### config.mk
export PLATFORM = sky130hd
export DESIGN_NAME = bpa_cmd_fifo
export DESIGN_NICKNAME = d
export VERILOG_FILES = /design/src/rtl/core/bpa_pkg.sv /design/src/rtl/core/bpa_cmd_fifo.sv
export SDC_FILE = /design/constraint.sdc
export NUM_CORES = 1
export LEC_CHECK = 0
export BUFFER_PORTS_ARGS = -buffer_cell sky130_fd_sc_hd__buf_2
export CORE_MARGIN = 5
export CORE_UTILIZATION = 50
export CTS_CLUSTER_SIZE = 12
export DETAILED_ROUTE_END_ITERATION = 10
export PLACE_DENSITY_LB_ADDON = 0.12
export SLEW_MARGIN = 40
export SYNTH_ARGS = -nofsm -noshare
export SYNTH_HDL_FRONTEND = slang
export SYNTH_SLANG_ARGS = --single-unit
export TNS_END_PERCENT = 20
### constraint.sdc
create_clock -name clock -period 2.5 [get_ports clock]
set_clock_uncertainty 0.1 [all_clocks]
set_input_delay 0.125 -clock clock [delete_from_list [all_inputs] [get_ports clock]]
set_output_delay 0.125 -clock clock [all_outputs]
set_load 0.01 [all_outputs]
### src/rtl/core/bpa_pkg.sv
// Shared types, constants and helpers of the buddy page allocator.
`timescale 1ns / 1ps
package bpa_pkg;
   localparam int MAX_ORDER  = 10;
   localparam int NUM_PAGES  = 4096;
   localparam int PAGE_W     = $clog2(NUM_PAGES);
   localparam int ORD_W      = 4;
   localparam int SPAN_W     = ((PAGE_W > 16) ? PAGE_W : 16) + 1;
   localparam int CNT_W      = $clog2(NUM_PAGES + 1);
   localparam int CIDX_W     = $clog2(MAX_ORDER);
   localparam int FIFO_DEPTH = 2;
   localparam int FPTR_W     = $clog2(FIFO_DEPTH);
   localparam int FCNT_W     = $clog2(FIFO_DEPTH + 1);

   localparam logic CMD_ALLOC = 1'b0;
   localparam logic CMD_FREE  = 1'b1;

   typedef enum logic [2:0] {
      ST_OK          = 3'd0,
      ST_OOM         = 3'd1,
      ST_BAD_ORDER   = 3'd2,
      ST_DOUBLE_FREE = 3'd3,
      ST_RANGE       = 3'd4
   } status_type;

   typedef enum logic [1:0] {
      K_ALLOC,
      K_FREE,
      K_ERR
   } kind_type;

   typedef struct packed {
      kind_type              kind;
      logic [ORD_W-1:0]      order;
      logic [PAGE_W-1:0]     page;
      status_type            status;
   } cmd_type;

   typedef struct packed {
      logic [PAGE_W-1:0]     page;
      logic [ORD_W-1:0]      order;
      status_type            status;
   } result_type;

   typedef struct packed {
      logic                  free;
      logic [ORD_W-1:0]      order;
   } mem_word_type;

   typedef struct packed {
      logic                  full;
      logic                  empty;
   } fifo_status_type;

   typedef struct packed {
      logic                  init_done;
   } back_status_type;

   typedef enum logic [3:0] {
      B_CLEAR,
      B_IDLE,
      B_COV_RD,
      B_COV_CHK,
      B_ORD_RD,
      B_ORD_CHK,
      B_MRG_RD,
      B_MRG_CHK,
      B_FREE_WR,
      B_SCAN_RD,
      B_SCAN_CHK,
      B_SPLIT,
      B_ALLOC_WR,
      B_EMIT
   } back_state_type;

   function automatic logic [SPAN_W-1:0] pow2(input logic [ORD_W-1:0] o);
      return SPAN_W'(1) << o;
   endfunction
endpackage

### src/rtl/core/bpa_cmd_fifo.sv
// Short command queue between the front end and the back end.
`timescale 1ns / 1ps
module bpa_cmd_fifo (
   input  logic                      clock,
   input  logic                      reset,
   input  logic                      push,
   input  bpa_pkg::cmd_type          push_data,
   input  logic                      pop,
   output bpa_pkg::cmd_type          pop_data,
   output bpa_pkg::fifo_status_type  fifo_status
);
   import bpa_pkg::*;

   cmd_type             slot_ff [FIFO_DEPTH];
   logic [FPTR_W-1:0]   wr_ptr_ff, wr_ptr_in;
   logic [FPTR_W-1:0]   rd_ptr_ff, rd_ptr_in;
   logic [FCNT_W-1:0]   cnt_ff, cnt_in;

   always_comb begin
      wr_ptr_in = wr_ptr_ff;
      rd_ptr_in = rd_ptr_ff;
      cnt_in    = cnt_ff;
      if (push) begin
         wr_ptr_in = (int'(wr_ptr_ff) == FIFO_DEPTH - 1) ? '0 : wr_ptr_ff + 1'b1;
      end
      if (pop) begin
         rd_ptr_in = (int'(rd_ptr_ff) == FIFO_DEPTH - 1) ? '0 : rd_ptr_ff + 1'b1;
      end
      if (push && !pop) begin
         cnt_in = cnt_ff + 1'b1;
      end else if (pop && !push) begin
         cnt_in = cnt_ff - 1'b1;
      end
   end

   always_ff @(posedge clock) begin
      if (reset) begin
         wr_ptr_ff <= '0;
         rd_ptr_ff <= '0;
         cnt_ff    <= '0;
      end else begin
         wr_ptr_ff <= wr_ptr_in;
         rd_ptr_ff <= rd_ptr_in;
         cnt_ff    <= cnt_in;
      end
   end

   always_ff @(posedge clock) begin
      if (push) begin
         slot_ff[wr_ptr_ff] <= push_data;
      end
   end

   assign pop_data          = slot_ff[rd_ptr_ff];
   assign fifo_status.full  = (int'(cnt_ff) == FIFO_DEPTH);
   assign fifo_status.empty = (cnt_ff == '0);
endmodule

==> results of run 1 <==
-- sequential cells by signal, summed over array words and instances (netlist names), named ones only --
name       cells
slot_ff       42
cnt_ff         2
rd_ptr_ff      1
wr_ptr_ff      1
-- cells by family after synthesis --
logic type	Yosys count	synth area share, %
AO/OA/AOI/OAI	2	0.583
flip-flops	47	79.4
AND/OR/NAND/NOR	9	2.70
buffers and inverters	3	0.802
XOR/XNOR	4	2.04
adder cells (fa/ha/maj)	1	0.729
multiplexers	21	13.8
-- metrics by stage --
| stage | cells | power [mW] |
|---|---|---|
| floorplan | 87 | 1.06 |
| global placement | 181 | 1.14 |
| detailed placement | 181 | 1.15 |
| CTS | 214 | 1.53 |
| global route | 214 | 1.59 |
| finish | 214 | 1.51 |
-- area by class of cell --
type | count | share of cell area (%)
flip-flops and latches | 47 | 58.3
repair buffers | 75 | 21.8
multi-input cells | 37 | 14.7
well taps | 46 | 2.47
clock buffers | 7 | 2.36
clock inverters | 1 | 0.214
inverters | 1 | 0.161
-- per-layer routing --
metal	GRT usage, %	routed length, µm
met1	15.2	1210
met2	25.6	1640
met3	4.21	144
met4	7.44	65
met5	0	0
-- Yosys cell counts --
cell type  instances  area [µm²]
nor2b_1            1        6.26
buf_2              2        10.0
o21ai_0            1        5.00
nor2_1             5        18.8
and2b_2            1        8.76
dfxtp_1            5         100
ha_1               1        12.5
inv_1              1        3.75
and2_1             1        6.26
mux2_2            21         236
or3_1              1        6.26
xor2_1             2        17.5
edfxtp_1          42        1260
xnor2_1            2        17.5
a21oi_1            1        5.00
-- critical path, stage by stage, from the launching register on --
cell	delay, ns
dfxtp_1	0.52
buf_4	0.29
mux2_2	0.37
buf_2	0.14
-- power groups by stage --
stage / logic (mW) / clock network, mW / registers [mW]
6_report: 0.227 / 0.356 / 0.932
5_1_grt: 0.249 / 0.403 / 0.937
4_1_cts: 0.231 / 0.370 / 0.932
3_5_place_dp: 0.199 / 0 / 0.950
3_3_place_gp: 0.194 / 0 / 0.947
2_1_floorplan: 0.117 / 0 / 0.942
-- final timing paths --
path / startpoint / to / slack [ns] / cells after the start
min reg2reg: cnt_ff[1] / cnt_ff[1] / 0.43 / 2
max reg2reg: wr_ptr_ff / slot_ff[1][19] / 0.94 / 2
max: register / pop_data[13] / 0.60 / 3
min: push_data[8] / slot_ff[1][8] / 0.39 / 2
-- what timing repair did --
| item | 4_1_cts | 5_1_grt |
|---|---|---|
| setup endpoints to repair | 0 | 0 |
| endpoints found under the hold margin | 47 | 0 |
| hold buffers | 25 | 0 |
==> results.toml, run 1 <==
[clock_tree]
cts_max_level = 2
cts-resized-gates = 0
worstSkewPairLatency_ns = 0.34
clock_sinks = 47
cts_tree = "yes"
path_clk_slew_ns = 0.13
cts_buffer_depth = 2
cts-root-buf = "clkbuf_4"
numCtsBuffers = 5
post_cts_buffers = 0

[grt]
grt_start_max_net_pins = 16
antenna_found_initial = 0
grt_remaining_overflow = 0
grt_pass1_vias = 1039
grt_pass1_wl_mm = 4.71
grt_use_total_pct = 14.4

[pwr]
combPwrFrac_pct = 15.0
intPower_mw = 1.17
cellPowerDensity_nw_per_um2 = 649
switching_share_pct = 22.6
p_seq_share_pct = 61.5
clkPwrFrac_pct = 23.5
p_switching_mw = 0.342
p_leak_nw = 0.910
vdd_drop_max_uv = 569

[yosys]
syn_area_per_cell_um2 = 19.7
syn-num-nets = 113
postSynthCellCount = 87
seq_area_frac_synth_pct = 79.4
netlist_area_um2 = 1720
synth-seq-cells = 47
synth_warnings = 0
ys_types = 15

[detailed_routing]
drc = 0
drt-pass1-iter-count = 4
ant_nets = 0
viasPerCell = 4.66
wire_per_inst_um = 14.3
drt_iter0_markers = 60
wirelength_mm = 3.06
dr_total_vias = 998

[die]
die_h_um = 68.6
start_util_pct = 51.4
core_um2 = 3340
rows = 21
dieArea_um2 = 4700
fp.dieW_um = 68.6
io_pins = 48

[finish]
drive_gt1_share_pct = 47.6
final_common_cell = "buf_2"
final_area_um2 = 2330
fin_nets = 193
register_area_um2 = 1360
most-common-layout-cells = "buf_2, edfxtp_1, dlygate4sd3_1"
n_fill_cell = 259
multi_input_area_um2 = 343
area_growth_pct = 36.0
post-route-util_pct = 69.9
diodes = 0

[placed_design]
gp_congestion = 0.652
placed_area_um2 = 2020
place.port_buffers = 47
post-place-ws_ns = 0.941
dp_hpwl_mm = 1.99

[critical_path]
critPathCaptureType = "primary output"
critPathKind = "reg -> out"
required_ns = 2.28
arrival_ns = 1.67
path_max_fanout = 15
worstSetupStartpointType = "register"

[sta]
hold_slack_ns = 0.388
fin_crit_sh_pct = 75.9
setup_viol = 0
drv_slew = 0
worst_slew_pin_slew_ns = 0.525
min_period_ns = 1.90
setup_slack_ns = 0.604
max_freq_mhz = 527
rsz0062_at_grt = "no"
fin_tns_setup_ns = 0
slew_headroom_pct = 65.0
hold_viol_final = 0

[worst_hold_path]
holdCritPathClass = "in -> reg"

[outcome]
status = "finished, final reports clean"

[job]
drv_cap = 0
Note: power is estimated with default switching activity, not from simulation.
==> run 2: changes to the inputs <==
Settings changed: ABC_AREA set to 1, CORE_UTILIZATION 50 to 51.
Clock period 2.5 ns to 2 ns, I/O delays scaled along.
==> run 2 against run 1 <==
  * Worst hold slack worse by 0.032 ns
  * Via count is 3.1% higher
  * Power up 23%
  * Sequential share of layout area shrank 2.4 points
  * Register-to-register slack lost 0.34 ns
  * Critical path type unchanged
  * Critical endpoint is now pop_data[4]
  * Largest power group unchanged
  * Highest routed layer unchanged
==> results.toml, run 2 <==
[finish]
largest-register = "slot_ff"
diodes = 0
n_fill_cell = 244
fin_nets = 206
largest_register_ffs = 42
post-route-util_pct = 71.8
most-common-layout-cells = "buf_2, edfxtp_1, dlygate4sd3_1"
multi_input_area_um2 = 407
final_common_cell = "buf_2"
instances_no_fill = 227
area_growth_pct = 33.7
register_area_um2 = 1360
drive_gt1_share_pct = 45.3
reg.largest.list = "slot_ff: 42 flops, cnt_ff: 2 flops"

[yosys]
synth_top_area_share_pct = 69.2
synth_edf_count = 42
seq_area_frac_synth_pct = 74.7
async_flop_share_pct = 0
ys.flop_type = "edfxtp_1"
postSynthCellCount = 98
synth_warnings = 0
syn-num-nets = 124
synth_top_area_cell = "edfxtp_1"
ys_types = 15
synth_area_leaders = "edfxtp_1, mux2_4, dfxtp_1"
synth-seq-cells = 47
netlist_area_um2 = 1820
synth.most_common_cell = "edfxtp_1"
synth_commonest_cells = "edfxtp_1, mux2_4, inv_1"
syn_area_per_cell_um2 = 18.6

[die]
fp.dieW_um = 69.8
dieArea_um2 = 4870
core_um2 = 3390
io_pins = 48
rows = 21
die_h_um = 69.8
start_util_pct = 53.7

[sta]
drv_slew = 0
fin_tns_setup_ns = 0
fin_crit_sh_pct = 85.4
max_freq_mhz = 586
hold_viol_final = 0
rsz0062_at_grt = "no"
setup_viol = 0
min_period_ns = 1.71
worst_slew_pin_slew_ns = 0.359
setup_slack_ns = 0.292
slew_headroom_pct = 76.0

[pwr]
finalPower_mw = 1.86
p_leak_nw = 1.03
vdd_drop_max_uv = 555
cellPowerDensity_nw_per_um2 = 763

[critical_path]
rrSetupSlack_ns = 0.60
path_delay_family = "buffers and inverters"
r2r_start = "wr_ptr_ff"
slowest_delay_ns = 0.37
worstSetupStartpointType = "register"
critPathCaptureType = "primary output"
worstPathCellList = "buf_4 -> mux2_2 -> buf_2"
cp_num_buf_inv = 2
r2r_cells = 3
critPathKind = "reg -> out"
arrival_ns = 1.51
required_ns = 1.80
cp_slowest_cell = "mux2_2"
worstSetupPathDepth = 3
r2r_end = "slot_ff[1][18]"
path_max_fanout = 16

[grt]
antenna_found_initial = 0
grt_use_total_pct = 13.7
grt_start_max_net_pins = 17
grt_pass1_wl_mm = 4.91
grt_pass1_vias = 1091
grt_remaining_overflow = 0

[placed_design]
gp_congestion = 0.652
post-place-ws_ns = 0.568
place_inst = 194
place.port_buffers = 47
dp_hpwl_mm = 2.09

[clock_tree]
ctsHoldBuffers = 25
cts-resized-gates = 0
post_cts_buffers = 0
cts_buffer_depth = 2
cts_tree = "yes"
path_clk_slew_ns = 0.12
cts_max_level = 2
numCtsBuffers = 5
clock_sinks = 47
worstSkewPairLatency_ns = 0.35
cts-root-buf = "clkbuf_4"

[worst_hold_path]
hold_start = "push_data[9]"
worstHoldEndpoint = "slot_ff[1][9]"
hold_depth = 2
holdCritPathClass = "in -> reg"

[outcome]
status = "finished, final reports clean"

[detailed_routing]
wire_per_inst_um = 13.5
ant_nets = 0
viasPerCell = 4.53
wirelength_mm = 3.06
drt-pass1-iter-count = 4
dr_total_vias = 1029
drt_iter0_markers = 53
drc = 0

[job]
drv_cap = 0
-- run 2: changes by cell type after synthesis, moves of 2 or more --
cell     delta
nor2_1      +2
buf_2       -2
buf_6       +2
xor2_1      -2
mux2_2     -20
mux2_4     +20
nand2_1     +5
inv_1       +8
-- run 2: how the worst max path moves through the flow --
stage                   start        endpoint  slack, ns
floorplan           wr_ptr_ff   slot_ff[0][0]       0.28
global placement    wr_ptr_ff  slot_ff[1][17]       0.63
detailed placement  wr_ptr_ff  slot_ff[1][13]       0.57
CTS                  register     pop_data[4]       0.27
global route         register     pop_data[4]       0.19
finish               register     pop_data[4]       0.29
-- run 2: power by group --
group | internal, mW | total (mW) | switching, mW
clock | 0.131 | 0.400 | 0.269
combinational | 0.174 | 0.309 | 0.136
sequential | 1.13 | 1.15 | 0.0183
-- run 2: layout make-up --
class                      instances  share of cell area (%)
timing repair buffer              77                    21.5
clock inverter                     3                   0.617
tap                               46                    2.36
clock buffer                       5                    1.54
multi-input combinational         40                    16.7
inverter                           9                    1.39
sequential                        47                    55.9
-- run 2: worst register-to-register path, stage by stage, from the launching register on --
cell	delay (ns)
dfxtp_1	0.39
nand2_1	0.06
inv_1	0.26
buf_4	0.29
-- run 2: kinds of logic after synthesis --
| family | count (synthesis) | share of synthesized area (%) |
|---|---|---|
| AOI/OAI and AO/OA | 2 | 0.549 |
| adders and majority gates | 1 | 0.687 |
| DFF | 47 | 74.7 |
| muxes | 21 | 17.1 |
| xor gates and xnor gates | 1 | 0.481 |
| buffers and inverters | 11 | 3.09 |
| and+or+nand+nor | 15 | 3.37 |
-- run 2: per-layer routing --
| layer | vias up | track usage, % | routed length (µm) |
|---|---|---|---|
| li1 | 520 | - | - |
| met1 | 472 | 14.0 | 1130 |
| met2 | 29 | 24.8 | 1690 |
| met3 | 8 | 3.91 | 162 |
| met4 | 0 | 7.66 | 76 |
| met5 | - | 0 | 0 |
-- run 2: through the flow --
stage / hold slack (ns) / instance area (µm²)
finish: 0.356 / 2430
global route: 0.338 / 2430
CTS: 0.338 / 2430
detailed placement: 0.191 / 2130
global placement: 0.190 / 2130
floorplan: 0.0724 / 1820
